===== config.mk =====
export PLATFORM = sky130hd
export DESIGN_NAME = h264_coeff_quantizer_core
export DESIGN_NICKNAME = d
export VERILOG_FILES = /design/src/rtl/hcq_pkg.sv /design/src/rtl/hcq_decode.sv /design/src/rtl/hcq_mul.sv /design/src/rtl/hcq_round.sv /design/src/rtl/hcq_sat.sv /design/src/rtl/h264_coeff_quantizer_core.sv
export VERILOG_INCLUDE_DIRS = /design/src /design/src/rtl
export SDC_FILE = /design/constraint.sdc
export NUM_CORES = 2
export LEC_CHECK = 0
export BUFFER_PORTS_ARGS = -buffer_cell sky130_fd_sc_hd__buf_2
export CORE_MARGIN = 3
export CORE_UTILIZATION = 25
export CTS_CLUSTER_DIAMETER = 30
export DETAILED_ROUTE_END_ITERATION = 16
export GPL_TIMING_DRIVEN = 0
export PLACE_DENSITY_LB_ADDON = 0.15
export SKIP_LAST_GASP = 1
export SYNTH_ARGS = -nofsm -noshare
export SYNTH_HDL_FRONTEND = slang
export SYNTH_SLANG_ARGS = --single-unit

===== constraint.sdc =====
create_clock -name clk -period 18.6 [get_ports clk]
set_input_delay 3.72 -clock clk [delete_from_list [all_inputs] [get_ports clk]]
set_output_delay 3.72 -clock clk [all_outputs]
set_load 0.02 [all_outputs]

===== src/rtl/h264_coeff_quantizer_core_assert.svh =====
// ----------------------------------------------------------------------------
// Assertion macros for the coefficient quantizer
// Assertions are sampled on clk; the checked form is left out of synthesis.
// ----------------------------------------------------------------------------
`ifndef H264_COEFF_QUANTIZER_CORE_ASSERT_SVH
`define H264_COEFF_QUANTIZER_CORE_ASSERT_SVH

`ifndef SYNTHESIS

// check on clk, quiet while rst_n is low
`define HCQ_ASSERT(label, prop) \
    label: assert property (@(posedge clk) disable iff (!rst_n) prop) \
        else $error("%m: assertion failed");

// check on clk, also while rst_n is low
`define HCQ_ASSERT_ALWAYS(label, prop) \
    label: assert property (@(posedge clk) prop) \
        else $error("%m: assertion failed");

`else

`define HCQ_ASSERT(label, prop)
`define HCQ_ASSERT_ALWAYS(label, prop)

`endif

`endif


===== src/rtl/hcq_pkg.sv =====
// ----------------------------------------------------------------------------
// hcq_pkg
// Types, constants and tables shared by the coefficient quantizer pipeline.
// ----------------------------------------------------------------------------
`default_nettype none

package hcq_pkg;

    localparam int COEFF_W   = 19;
    localparam int OUT_W     = 32;
    localparam int QP_W      = 6;
    localparam int MODE_W    = 2;
    localparam int POS_W     = 2;
    localparam int OFFSET_W  = 16;
    localparam int OFB_W     = 4;
    localparam int CFG_IDX_W = 2;
    localparam int MF_W      = 14;
    localparam int V_W       = 5;
    localparam int MAX_PER   = 10;
    localparam int PER_W     = 4;
    localparam int REM_W     = 3;
    localparam int F_W       = V_W + MAX_PER;
    localparam int A_W       = COEFF_W + 1;
    localparam int B_W       = F_W;
    localparam int PROD_W    = A_W + B_W + 1;

    // qp / 6 as (qp * 43) >> 8, exact for qp below 64
    localparam int PER_RECIP    = 43;
    localparam int PER_RECIP_SH = 8;
    localparam int PER_PROD_W   = QP_W + 6;

    localparam int QBITS_BASE_DEF = 15;

    localparam logic                USE_INTRA_RST    = 1'b1;
    localparam logic [OFFSET_W-1:0] INTRA_OFFSET_RST = 16'd682;
    localparam logic [OFFSET_W-1:0] INTER_OFFSET_RST = 16'd342;
    localparam logic [OFB_W-1:0]    OFB_RST          = 4'd11;

    typedef enum logic {
        KIND_FWD = 1'b0,
        KIND_INV = 1'b1
    } kind_t;

    typedef enum logic [MODE_W-1:0] {
        MODE_4X4 = 2'd0,
        MODE_AC  = 2'd1,
        MODE_DC4 = 2'd2,
        MODE_DC2 = 2'd3
    } mode_t;

    typedef enum logic [CFG_IDX_W-1:0] {
        CFG_USE_INTRA    = 2'd0,
        CFG_INTRA_OFFSET = 2'd1,
        CFG_INTER_OFFSET = 2'd2,
        CFG_OFB          = 2'd3
    } cfg_idx_t;

    typedef enum logic [1:0] {
        CLS_EVEN  = 2'd0,
        CLS_ODD   = 2'd1,
        CLS_MIXED = 2'd2
    } cls_t;

    typedef struct packed {
        logic       inverse;
        logic       dc;
        logic       neg;
        logic       zero;
        logic [1:0] dc_shift;
    } hcq_ctl_t;

    function automatic int hcq_off_w(input int qbits_base);
        return OFFSET_W + qbits_base + MAX_PER;
    endfunction

    // room for the doubled offset plus the product, signed
    function automatic int hcq_sum_w(input int qbits_base);
        int w;
        w = hcq_off_w(qbits_base) + 1;
        return ((w > PROD_W) ? w : PROD_W) + 2;
    endfunction

    function automatic int hcq_shamt_w(input int qbits_base);
        return $clog2(qbits_base + MAX_PER + 2);
    endfunction

    function automatic int hcq_sh_w(input int qbits_base);
        return $clog2(qbits_base + MAX_PER + 1) + 1;
    endfunction

    function automatic logic [MF_W-1:0] hcq_quant(input logic [REM_W-1:0] rem,
                                                  input cls_t cls);
        logic [MF_W-1:0] e0;
        logic [MF_W-1:0] e1;
        logic [MF_W-1:0] e2;
        case (rem)
            3'd0: begin e0 = 14'd13107; e1 = 14'd5243; e2 = 14'd8066; end
            3'd1: begin e0 = 14'd11916; e1 = 14'd4660; e2 = 14'd7490; end
            3'd2: begin e0 = 14'd10082; e1 = 14'd4194; e2 = 14'd6554; end
            3'd3: begin e0 = 14'd9362;  e1 = 14'd3647; e2 = 14'd5825; end
            3'd4: begin e0 = 14'd8192;  e1 = 14'd3355; e2 = 14'd5243; end
            3'd5: begin e0 = 14'd7282;  e1 = 14'd2893; e2 = 14'd4559; end
            default: begin e0 = '0; e1 = '0; e2 = '0; end
        endcase
        case (cls)
            CLS_EVEN: return e0;
            CLS_ODD:  return e1;
            default:  return e2;
        endcase
    endfunction

    function automatic logic [V_W-1:0] hcq_dequant(input logic [REM_W-1:0] rem,
                                                   input cls_t cls);
        logic [V_W-1:0] e0;
        logic [V_W-1:0] e1;
        logic [V_W-1:0] e2;
        case (rem)
            3'd0: begin e0 = 5'd10; e1 = 5'd16; e2 = 5'd13; end
            3'd1: begin e0 = 5'd11; e1 = 5'd18; e2 = 5'd14; end
            3'd2: begin e0 = 5'd13; e1 = 5'd20; e2 = 5'd16; end
            3'd3: begin e0 = 5'd14; e1 = 5'd23; e2 = 5'd18; end
            3'd4: begin e0 = 5'd16; e1 = 5'd25; e2 = 5'd20; end
            3'd5: begin e0 = 5'd18; e1 = 5'd29; e2 = 5'd23; end
            default: begin e0 = '0; e1 = '0; e2 = '0; end
        endcase
        case (cls)
            CLS_EVEN: return e0;
            CLS_ODD:  return e1;
            default:  return e2;
        endcase
    endfunction

endpackage

`default_nettype wire


===== src/rtl/hcq_decode.sv =====
// ----------------------------------------------------------------------------
// hcq_decode
// Stage 1: split qp, look up scale factors, pick operands, offset and shifts.
// ----------------------------------------------------------------------------
`default_nettype none
`include "h264_coeff_quantizer_core_assert.svh"

module hcq_decode #(
    parameter int QBITS_BASE = hcq_pkg::QBITS_BASE_DEF
) (
    input  wire logic                                          clk,
    input  wire logic                                          rst_n,
    input  wire logic                                          en,
    input  wire logic                                          valid_in,
    input  wire logic                                          kind,
    input  wire logic [hcq_pkg::MODE_W-1:0]                    block_mode,
    input  wire logic [hcq_pkg::POS_W-1:0]                     col,
    input  wire logic [hcq_pkg::POS_W-1:0]                     row,
    input  wire logic [hcq_pkg::QP_W-1:0]                      qp,
    input  wire logic signed [hcq_pkg::COEFF_W-1:0]            coeff_in,
    input  wire logic                                          use_intra_offset,
    input  wire logic [hcq_pkg::OFFSET_W-1:0]                  intra_offset,
    input  wire logic [hcq_pkg::OFFSET_W-1:0]                  inter_offset,
    input  wire logic [hcq_pkg::OFB_W-1:0]                     offset_fraction_bits,
    output logic                                               valid_out,
    output hcq_pkg::hcq_ctl_t                                  ctl,
    output logic signed [hcq_pkg::A_W-1:0]                     op_a,
    output logic [hcq_pkg::B_W-1:0]                            op_b,
    output logic [hcq_pkg::OFFSET_W-1:0]                       off,
    output logic signed [hcq_pkg::hcq_sh_w(QBITS_BASE)-1:0]    sh,
    output logic [hcq_pkg::hcq_shamt_w(QBITS_BASE)-1:0]        shamt
);
    import hcq_pkg::*;

    localparam int SH_W    = hcq_sh_w(QBITS_BASE);
    localparam int SHAMT_W = hcq_shamt_w(QBITS_BASE);

    logic [PER_PROD_W-1:0] per_prod;
    logic [PER_W-1:0]      per;
    logic [QP_W-1:0]       rem_full;
    logic [REM_W-1:0]      rem;
    logic                  dc;
    logic                  inverse;
    cls_t                  cls;
    logic [MF_W-1:0]       mf;
    logic [V_W-1:0]        vf;
    logic [F_W-1:0]        fscale;
    logic signed [A_W-1:0] x_ext;
    logic signed [A_W-1:0] x_mag;

    logic                     valid_reg;
    hcq_ctl_t                 ctl_reg,   ctl_next;
    logic signed [A_W-1:0]    op_a_reg,  op_a_next;
    logic [B_W-1:0]           op_b_reg,  op_b_next;
    logic [OFFSET_W-1:0]      off_reg,   off_next;
    logic signed [SH_W-1:0]   sh_reg,    sh_next;
    logic [SHAMT_W-1:0]       shamt_reg, shamt_next;

    always_comb
    begin
        per_prod = PER_PROD_W'(qp) * PER_PROD_W'(PER_RECIP);
        per      = per_prod[PER_RECIP_SH +: PER_W];
        rem_full = qp - QP_W'(per) * QP_W'(6);
        rem      = rem_full[REM_W-1:0];
        dc       = (block_mode == MODE_DC4) || (block_mode == MODE_DC2);
        inverse  = (kind == KIND_INV);

        // DC modes always take the even-even entry
        if (dc || (!row[0] && !col[0]))
            cls = CLS_EVEN;
        else if (row[0] && col[0])
            cls = CLS_ODD;
        else
            cls = CLS_MIXED;

        mf     = hcq_quant(rem, cls);
        vf     = hcq_dequant(rem, cls);
        fscale = F_W'(vf) << per;

        x_ext = A_W'(coeff_in);
        x_mag = coeff_in[COEFF_W-1] ? -x_ext : x_ext;

        ctl_next.inverse = inverse;
        ctl_next.dc      = dc;
        ctl_next.neg     = !inverse && coeff_in[COEFF_W-1];
        ctl_next.zero    = (block_mode == MODE_AC) && (row == '0) && (col == '0);
        if (inverse && (block_mode == MODE_DC4))
            ctl_next.dc_shift = 2'd2;
        else if (inverse && (block_mode == MODE_DC2))
            ctl_next.dc_shift = 2'd1;
        else
            ctl_next.dc_shift = 2'd0;

        op_a_next = inverse ? x_ext : x_mag;
        op_b_next = inverse ? fscale : B_W'(mf);
        off_next  = use_intra_offset ? intra_offset : inter_offset;
        sh_next   = SH_W'(QBITS_BASE + int'(per) - int'(offset_fraction_bits));
        shamt_next = inverse ? SHAMT_W'(ctl_next.dc_shift)
                             : SHAMT_W'(QBITS_BASE + int'(per) + int'(dc));
    end

    always_ff @(posedge clk or negedge rst_n)
    begin
        if (!rst_n)
            valid_reg <= 1'b0;
        else if (en)
            valid_reg <= valid_in;
    end

    always_ff @(posedge clk)
    begin
        if (en)
        begin
            ctl_reg   <= ctl_next;
            op_a_reg  <= op_a_next;
            op_b_reg  <= op_b_next;
            off_reg   <= off_next;
            sh_reg    <= sh_next;
            shamt_reg <= shamt_next;
        end
    end

    assign valid_out = valid_reg;
    assign ctl       = ctl_reg;
    assign op_a      = op_a_reg;
    assign op_b      = op_b_reg;
    assign off       = off_reg;
    assign sh        = sh_reg;
    assign shamt     = shamt_reg;

    `HCQ_ASSERT(a_inv_shift_small,
        (en && valid_in && kind == KIND_INV) |=> (shamt_reg <= SHAMT_W'(2)))

endmodule

`default_nettype wire


===== src/rtl/hcq_mul.sv =====
// ----------------------------------------------------------------------------
// hcq_mul
// Stage 2: scale multiply and rounding offset alignment.
// ----------------------------------------------------------------------------
`default_nettype none

module hcq_mul #(
    parameter int QBITS_BASE = hcq_pkg::QBITS_BASE_DEF
) (
    input  wire logic                                          clk,
    input  wire logic                                          rst_n,
    input  wire logic                                          en,
    input  wire logic                                          valid_in,
    input  wire hcq_pkg::hcq_ctl_t                             ctl_in,
    input  wire logic signed [hcq_pkg::A_W-1:0]                op_a,
    input  wire logic [hcq_pkg::B_W-1:0]                       op_b,
    input  wire logic [hcq_pkg::OFFSET_W-1:0]                  off,
    input  wire logic signed [hcq_pkg::hcq_sh_w(QBITS_BASE)-1:0] sh,
    input  wire logic [hcq_pkg::hcq_shamt_w(QBITS_BASE)-1:0]   shamt_in,
    output logic                                               valid_out,
    output hcq_pkg::hcq_ctl_t                                  ctl_out,
    output logic signed [hcq_pkg::PROD_W-1:0]                  prod,
    output logic [hcq_pkg::hcq_off_w(QBITS_BASE)-1:0]          off_scaled,
    output logic [hcq_pkg::hcq_shamt_w(QBITS_BASE)-1:0]        shamt_out
);
    import hcq_pkg::*;

    localparam int SH_W    = hcq_sh_w(QBITS_BASE);
    localparam int SHAMT_W = hcq_shamt_w(QBITS_BASE);
    localparam int OFF_W   = hcq_off_w(QBITS_BASE);

    logic [SH_W-1:0] sh_mag;

    logic                     valid_reg;
    hcq_ctl_t                 ctl_reg;
    logic signed [PROD_W-1:0] prod_reg,  prod_next;
    logic [OFF_W-1:0]         offs_reg,  offs_next;
    logic [SHAMT_W-1:0]       shamt_reg;

    always_comb
    begin
        prod_next = op_a * $signed({1'b0, op_b});
        // a negative scale moves the offset right
        sh_mag    = sh[SH_W-1] ? SH_W'(-sh) : SH_W'(sh);
        offs_next = sh[SH_W-1] ? (OFF_W'(off) >> sh_mag) : (OFF_W'(off) << sh_mag);
    end

    always_ff @(posedge clk or negedge rst_n)
    begin
        if (!rst_n)
            valid_reg <= 1'b0;
        else if (en)
            valid_reg <= valid_in;
    end

    always_ff @(posedge clk)
    begin
        if (en)
        begin
            ctl_reg   <= ctl_in;
            prod_reg  <= prod_next;
            offs_reg  <= offs_next;
            shamt_reg <= shamt_in;
        end
    end

    assign valid_out  = valid_reg;
    assign ctl_out    = ctl_reg;
    assign prod       = prod_reg;
    assign off_scaled = offs_reg;
    assign shamt_out  = shamt_reg;

endmodule

`default_nettype wire


===== src/rtl/hcq_round.sv =====
// ----------------------------------------------------------------------------
// hcq_round
// Stages 3 and 4: add the rounding term, then shift down.
// ----------------------------------------------------------------------------
`default_nettype none

module hcq_round #(
    parameter int QBITS_BASE = hcq_pkg::QBITS_BASE_DEF
) (
    input  wire logic                                          clk,
    input  wire logic                                          rst_n,
    input  wire logic                                          en,
    input  wire logic                                          valid_in,
    input  wire hcq_pkg::hcq_ctl_t                             ctl_in,
    input  wire logic signed [hcq_pkg::PROD_W-1:0]             prod,
    input  wire logic [hcq_pkg::hcq_off_w(QBITS_BASE)-1:0]     off_scaled,
    input  wire logic [hcq_pkg::hcq_shamt_w(QBITS_BASE)-1:0]   shamt,
    output logic                                               valid_out,
    output hcq_pkg::hcq_ctl_t                                  ctl_out,
    output logic signed [hcq_pkg::hcq_sum_w(QBITS_BASE)-1:0]   value
);
    import hcq_pkg::*;

    localparam int SHAMT_W = hcq_shamt_w(QBITS_BASE);
    localparam int SUM_W   = hcq_sum_w(QBITS_BASE);

    logic signed [SUM_W-1:0] addend;

    logic                    v3_reg;
    hcq_ctl_t                ctl3_reg;
    logic [SHAMT_W-1:0]      shamt3_reg;
    logic signed [SUM_W-1:0] sum_reg, sum_next;

    logic                    v4_reg;
    hcq_ctl_t                ctl4_reg;
    logic signed [SUM_W-1:0] shf_reg, shf_next;

    always_comb
    begin
        // inverse DC rounds half up: the half step equals the shift code
        if (ctl_in.inverse)
            addend = SUM_W'(ctl_in.dc_shift);
        else if (ctl_in.dc)
            addend = SUM_W'({off_scaled, 1'b0});
        else
            addend = SUM_W'(off_scaled);
        sum_next = SUM_W'(prod) + addend;
        // forward sums are never negative, so one arithmetic shift serves both
        shf_next = sum_reg >>> shamt3_reg;
    end

    always_ff @(posedge clk or negedge rst_n)
    begin
        if (!rst_n)
        begin
            v3_reg <= 1'b0;
            v4_reg <= 1'b0;
        end
        else if (en)
        begin
            v3_reg <= valid_in;
            v4_reg <= v3_reg;
        end
    end

    always_ff @(posedge clk)
    begin
        if (en)
        begin
            ctl3_reg   <= ctl_in;
            shamt3_reg <= shamt;
            sum_reg    <= sum_next;
            ctl4_reg   <= ctl3_reg;
            shf_reg    <= shf_next;
        end
    end

    assign valid_out = v4_reg;
    assign ctl_out   = ctl4_reg;
    assign value     = shf_reg;

endmodule

`default_nettype wire


===== src/rtl/hcq_sat.sv =====
// ----------------------------------------------------------------------------
// hcq_sat
// Stage 5: restore the sign, clamp to 32 bits (or force zero at the AC DC position), hold the result.
// ----------------------------------------------------------------------------
`default_nettype none
`include "h264_coeff_quantizer_core_assert.svh"

module hcq_sat #(
    parameter int QBITS_BASE = hcq_pkg::QBITS_BASE_DEF
) (
    input  wire logic                                          clk,
    input  wire logic                                          rst_n,
    input  wire logic                                          en,
    input  wire logic                                          valid_in,
    input  wire hcq_pkg::hcq_ctl_t                             ctl,
    input  wire logic signed [hcq_pkg::hcq_sum_w(QBITS_BASE)-1:0] value,
    output logic                                               valid_out,
    output logic [hcq_pkg::OUT_W-1:0]                          coeff_out
);
    import hcq_pkg::*;

    localparam int SUM_W = hcq_sum_w(QBITS_BASE);
    localparam logic signed [SUM_W-1:0] SAT_MAX =
        {{(SUM_W-OUT_W+1){1'b0}}, {(OUT_W-1){1'b1}}};
    localparam logic signed [SUM_W-1:0] SAT_MIN = ~SAT_MAX;

    logic signed [SUM_W-1:0] sval;

    logic               valid_reg;
    logic [OUT_W-1:0]   coeff_out_reg, coeff_out_next;

    always_comb
    begin
        sval = ctl.neg ? -value : value;
        if (ctl.zero)
            coeff_out_next = '0;
        else if (sval > SAT_MAX)
            coeff_out_next = SAT_MAX[OUT_W-1:0];
        else if (sval < SAT_MIN)
            coeff_out_next = SAT_MIN[OUT_W-1:0];
        else
            coeff_out_next = sval[OUT_W-1:0];
    end

    always_ff @(posedge clk or negedge rst_n)
    begin
        if (!rst_n)
            valid_reg <= 1'b0;
        else if (en)
            valid_reg <= valid_in;
    end

    always_ff @(posedge clk)
    begin
        if (en)
            coeff_out_reg <= coeff_out_next;
    end

    assign valid_out = valid_reg;
    assign coeff_out = coeff_out_reg;

    `HCQ_ASSERT(a_ac_dc_zero,
        (en && valid_in && ctl.zero) |=> (coeff_out_reg == '0))
    `HCQ_ASSERT(a_fwd_sign_kept,
        (en && valid_in && !ctl.inverse && !ctl.neg) |=> !coeff_out_reg[OUT_W-1])

endmodule

`default_nettype wire


===== src/rtl/h264_coeff_quantizer_core.sv =====
// ----------------------------------------------------------------------------
// h264_coeff_quantizer_core
// Per-coefficient 4x4 quantizer / dequantizer, five-stage pipeline.
// ----------------------------------------------------------------------------
//  channel   direction  tdata / tuser
//  s_axis    in         tdata: col, row, qp, coeff_in; tuser: kind, block_mode
//  m_axis    out        tdata: coeff_out
//  cfg       in         cfg_wr_en, cfg_index, cfg_data (write only)
//
//  One coefficient per cycle unless the output stalls.
//  Stages: decode and table lookup, multiply, round add, shift, saturate.
//  All stages advance together; a stalled output freezes the whole pipe
//  and drops s_axis_tready until the held result is taken.
//  Reset clears the valid bits and loads the default offsets.
// ----------------------------------------------------------------------------
`default_nettype none
`include "h264_coeff_quantizer_core_assert.svh"

module h264_coeff_quantizer_core #(
    parameter int QBITS_BASE = hcq_pkg::QBITS_BASE_DEF
) (
    input  wire logic                              clk,
    input  wire logic                              rst_n,
    input  wire logic                              s_axis_tvalid,
    output logic                                   s_axis_tready,
    // [1:0] col, [3:2] row, [9:4] qp, [28:10] coeff_in, [31:29] zero
    input  wire logic [31:0]                       s_axis_tdata,
    // [0] kind, [2:1] block_mode
    input  wire logic [2:0]                        s_axis_tuser,
    output logic                                   m_axis_tvalid,
    input  wire logic                              m_axis_tready,
    // [31:0] coeff_out
    output logic [hcq_pkg::OUT_W-1:0]              m_axis_tdata,
    input  wire logic                              cfg_wr_en,
    input  wire logic [hcq_pkg::CFG_IDX_W-1:0]     cfg_index,
    input  wire logic [hcq_pkg::OFFSET_W-1:0]      cfg_data
);
    import hcq_pkg::*;

    localparam int SH_W    = hcq_sh_w(QBITS_BASE);
    localparam int SHAMT_W = hcq_shamt_w(QBITS_BASE);
    localparam int OFF_W   = hcq_off_w(QBITS_BASE);
    localparam int SUM_W   = hcq_sum_w(QBITS_BASE);

    logic                use_intra_reg;
    logic [OFFSET_W-1:0] intra_off_reg;
    logic [OFFSET_W-1:0] inter_off_reg;
    logic [OFB_W-1:0]    ofb_reg;

    logic adv;

    logic                    v1;
    hcq_ctl_t                ctl1;
    logic signed [A_W-1:0]   op_a1;
    logic [B_W-1:0]          op_b1;
    logic [OFFSET_W-1:0]     off1;
    logic signed [SH_W-1:0]  sh1;
    logic [SHAMT_W-1:0]      shamt1;

    logic                     v2;
    hcq_ctl_t                 ctl2;
    logic signed [PROD_W-1:0] prod2;
    logic [OFF_W-1:0]         offs2;
    logic [SHAMT_W-1:0]       shamt2;

    logic                    v4;
    hcq_ctl_t                ctl4;
    logic signed [SUM_W-1:0] val4;

    always_ff @(posedge clk or negedge rst_n)
    begin
        if (!rst_n)
        begin
            use_intra_reg <= USE_INTRA_RST;
            intra_off_reg <= INTRA_OFFSET_RST;
            inter_off_reg <= INTER_OFFSET_RST;
            ofb_reg       <= OFB_RST;
        end
        else if (cfg_wr_en)
        begin
            case (cfg_idx_t'(cfg_index))
                CFG_USE_INTRA:    use_intra_reg <= cfg_data[0];
                CFG_INTRA_OFFSET: intra_off_reg <= cfg_data;
                CFG_INTER_OFFSET: inter_off_reg <= cfg_data;
                CFG_OFB:          ofb_reg       <= cfg_data[OFB_W-1:0];
                default:          ofb_reg       <= ofb_reg;
            endcase
        end
    end

    // advance everything unless a held result is waiting
    assign adv           = !m_axis_tvalid || m_axis_tready;
    assign s_axis_tready = adv;

    hcq_decode #(.QBITS_BASE(QBITS_BASE)) u_decode (
        .clk                  (clk),
        .rst_n                (rst_n),
        .en                   (adv),
        .valid_in             (s_axis_tvalid),
        .kind                 (s_axis_tuser[0]),
        .block_mode           (s_axis_tuser[2:1]),
        .col                  (s_axis_tdata[1:0]),
        .row                  (s_axis_tdata[3:2]),
        .qp                   (s_axis_tdata[9:4]),
        .coeff_in             (s_axis_tdata[28:10]),
        .use_intra_offset     (use_intra_reg),
        .intra_offset         (intra_off_reg),
        .inter_offset         (inter_off_reg),
        .offset_fraction_bits (ofb_reg),
        .valid_out            (v1),
        .ctl                  (ctl1),
        .op_a                 (op_a1),
        .op_b                 (op_b1),
        .off                  (off1),
        .sh                   (sh1),
        .shamt                (shamt1)
    );

    hcq_mul #(.QBITS_BASE(QBITS_BASE)) u_mul (
        .clk        (clk),
        .rst_n      (rst_n),
        .en         (adv),
        .valid_in   (v1),
        .ctl_in     (ctl1),
        .op_a       (op_a1),
        .op_b       (op_b1),
        .off        (off1),
        .sh         (sh1),
        .shamt_in   (shamt1),
        .valid_out  (v2),
        .ctl_out    (ctl2),
        .prod       (prod2),
        .off_scaled (offs2),
        .shamt_out  (shamt2)
    );

    hcq_round #(.QBITS_BASE(QBITS_BASE)) u_round (
        .clk        (clk),
        .rst_n      (rst_n),
        .en         (adv),
        .valid_in   (v2),
        .ctl_in     (ctl2),
        .prod       (prod2),
        .off_scaled (offs2),
        .shamt      (shamt2),
        .valid_out  (v4),
        .ctl_out    (ctl4),
        .value      (val4)
    );

    hcq_sat #(.QBITS_BASE(QBITS_BASE)) u_sat (
        .clk       (clk),
        .rst_n     (rst_n),
        .en        (adv),
        .valid_in  (v4),
        .ctl       (ctl4),
        .value     (val4),
        .valid_out (m_axis_tvalid),
        .coeff_out (m_axis_tdata)
    );

    `HCQ_ASSERT_ALWAYS(a_reset_quiet, !rst_n |=> !m_axis_tvalid)
    `HCQ_ASSERT(a_pipe_frozen, !adv |=> ($stable(v1) && $stable(v2) && $stable(v4)))

endmodule

`default_nettype wire

==> metrics.txt <==
status complete, no violations; post-synthesis sequential area ratio 0.2986; met2 routed WL 46660 um; RR Startpoint u_decode.op_b[8]$_DFFE_PP_; Die X 365.1 um; final core occ 0.2947; startpoint types primary input; crit end category register; reg2reg end u_mul.prod[34]$_DFFE_PP_; max layer used met4; syn_area_per_cell 9.714 um^2; vias in the first global route 25.40k; TritonRoute pass-1 iters 5; met3 WL 3793 um; Post-CTS Resized 0; CTS sink cnt 327; H-tree depth 3; CTS root buf clkbuf_16; worst min path class reg2reg; core area 0.1278 mm^2; post-synthesis async set-or-reset flop share 0.1284; largest net degree at the start of global routing 67; period utilization 0.5341; top-count cell post-synth inv_1; Post-Syn Area 0.03224 mm^2; FF-to-FF path depth 24; reg2reg setup slack 10.64 ns; Placed Cells 5073; RSZ-0062 raised after global routing no; CP delay by family, top adder cells; non-filler cells, final 5226; most frequent cells after synthesis 413 x inv_1, 397 x nand2_1, 304 x fa_1; CTS buffer count 83; final count of hold timing violations 0; Crit path top cell by count ha_1; routability cong. 0.8924; DR WL/cell 18.48 um; port bufs 87; Fmax 100.7 MHz; DR vias/cell 4.615; Setup CP Type in2reg; final number of setup-violating endpoints 0; Worst Setup EP u_decode.op_b[7]$_DFFE_PP_; worst path buffer plus inverter count 4; Initial Util 0.2522; row cnt 131; fill cell count 13.61k; post-route antenna net violation count 0; final WL 96560 um; clock tree from TritonCTS yes; critical-path cell list buf_2 > ha_1 > inv_1 > fa_1 > fa_1 > inv_1 > ha_1 > or4_1 > a31oi_1 > nor3_1 > nor2_1 > clkinv_1 > ha_1 > xor3_1 > nor2_1 > o2bb2ai_1 > a221oi_1 > mux2i_1 > a21oi_1 > o22a_1 > o22ai_1; Synth area leader edfxtp_1; Clock Path Buffers 3; Slew @ Worst Pin 0.9667 ns; Routed met1 length 43590 um; crit path from s_axis_tdata[5]; global route total overflow 0; Layout Skew 0.03541 ns; min Tclk post-route 9.935 ns; Post-CTS Hold Buffers 0; first-pass GRT wire length 151200 um; DR vias 24.12k; Rel. slew slack 0.3555; post-CTS setup buffers 0; final worst slack 8.665 ns; WP depth 21; Final Max Tran Viols 0; post-synthesis cell type count 79; Boundary Pins 92; Chip Height 365.1 um; CTS clk-pin slew, worst paths 0.05 ns; CP arrival 10.30 ns; First DRT Iteration DRCs 1322; top cells by area, synth edfxtp_1 27%, fa_1 19%, ha_1 6.6%, inv_1 4.8%, nand2_1 4.6%; share of cells above drive strength 1 0.09907; Post-synth top flop edfxtp_1; final net count 4028; gr usage total 0.1467; initial antenna violation count 0; Synth top area share 0.2655; DP Wirelength 78770 um; slowest CP cell nor2_1; Worst Path Required 18.97 ns; Syn Nets 3851; Synthesis Warnings 0; pre-CTS WS 8.035 ns; crit-path max cell delay 0.72 ns; fin area 0.03767 mm^2; number of synthesized flops with an enable pin 285; Mapped Cells 3319; drc violations 0; worst-skew pair later-pin latency 0.65 ns; Area after DPL 0.03488 mm^2; full die area 0.1333 mm^2; area grow syn2layout 16.86%; Max FO, Critical Path 10; # Max-Cap Violations 0; synthesis-stage register bit count 327
-- worst register-to-register path, stage by stage, from the launching register on --
cell      delay [ns]
edfxtp_1        0.35
clkbuf_1        0.53
clkbuf_1        0.62
nand2_1         0.17
fa_1            0.55
inv_1           0.05
fa_1            0.50
inv_1           0.05
fa_1            0.47
inv_1           0.05
fa_1            0.50
fa_1            0.55
inv_1           0.06
fa_1            0.57
inv_1           0.07
ha_1            0.40
o21a_1          0.22
o21a_1          0.16
o21ai_0         0.33
nor2_1          0.07
a21oi_1         0.37
o21ai_0         0.29
a31oi_1         0.42
o41ai_1         0.18
xor2_1          0.16
-- stage by stage --
step / hold WS (ns) / setup TNS [ns]
final: 0.4088 / 0
after global routing: 0.4099 / 0
after CTS: 0.4030 / 0
after detailed placement: 0.4045 / 0
after global placement: 0.4042 / -2.127
after floorplan: 0.4003 / 0
-- logic make-up after synthesis --
| group | synth area share |
|---|---|
| AND/OR/NAND/NOR | 0.1367 |
| AO/OA/AOI/OAI | 0.1172 |
| buffers and inverters | 0.06889 |
| adder cells (fa/ha/maj) | 0.2547 |
| flip-flops | 0.2986 |
| multiplexers | 0.08457 |
| XOR/XNOR | 0.03931 |
-- cells in the final DEF (no fill, tap or decap), types with 13 or more instances in the layout --
master	count
clkbuf_16	88
clkinv_2	13
o22ai_1	21
o21a_1	14
fa_1	304
a31oi_1	31
and2_1	140
buf_2	87
nor2b_1	16
o31ai_1	25
nor3_1	39
inv_1	413
a21o_1	40
mux2i_1	134
dfrtp_1	28
buf_1	15
ha_1	170
a211oi_1	25
xor2_1	65
clkinv_1	20
clkbuf_1	164
xnor2_1	77
a21oi_1	147
edfxtp_1	285
nand2_1	397
mux2_2	73
dfstp_2	14
nand3_1	42
o21ai_0	185
mux4_2	25
and3_1	24
nand2b_1	21
nor2_1	205
-- worst min-delay path by stage --
stage                                                from                               to  slack, ns  cells past startpoint
after floorplan                 u_decode.ctl[0]$_DFFE_PP_       u_mul.ctl_out[0]$_DFFE_PP_       0.40                      0
after global placement    u_decode.shamt[3]$_SDFFCE_PP0P_     u_mul.shamt_out[3]$_DFFE_PP_       0.40                      0
after detailed placement     u_mul.shamt_out[1]$_DFFE_PP_  u_round.shamt3_reg[1]$_DFFE_PP_       0.40                      0
after CTS                    u_mul.shamt_out[1]$_DFFE_PP_  u_round.shamt3_reg[1]$_DFFE_PP_       0.40                      0
after global routing         u_mul.shamt_out[1]$_DFFE_PP_  u_round.shamt3_reg[1]$_DFFE_PP_       0.41                      0
final                        u_mul.shamt_out[1]$_DFFE_PP_  u_round.shamt3_reg[1]$_DFFE_PP_       0.41                      0
-- layout make-up --
cell class	count	area, um^2	share of cell area
antenna	1	2.502	0.00006642
tap	1662	2079	0.05520
multi-input combinational	2402	20390	0.5413
sequential	327	9627	0.2555
clock buffer	100	2247	0.05965
timing repair buffer	92	558.0	0.01481
clock inverter	52	544.3	0.01445
buffer	173	659.4	0.01750
inverter	417	1565	0.04155
-- metal layers --
| metal | vias to the layer above | track usage |
|---|---|---|
| met1 | 11770 | 0.1900 |
| li1 | 11680 | - |
| met4 | 0 | 0.04208 |
| met3 | 156 | 0.02111 |
| met5 | - | 0 |
| met2 | 515 | 0.2536 |
Power is not shown: default switching activity piles up to over one toggle a cycle in this logic, so the estimate is an artifact.
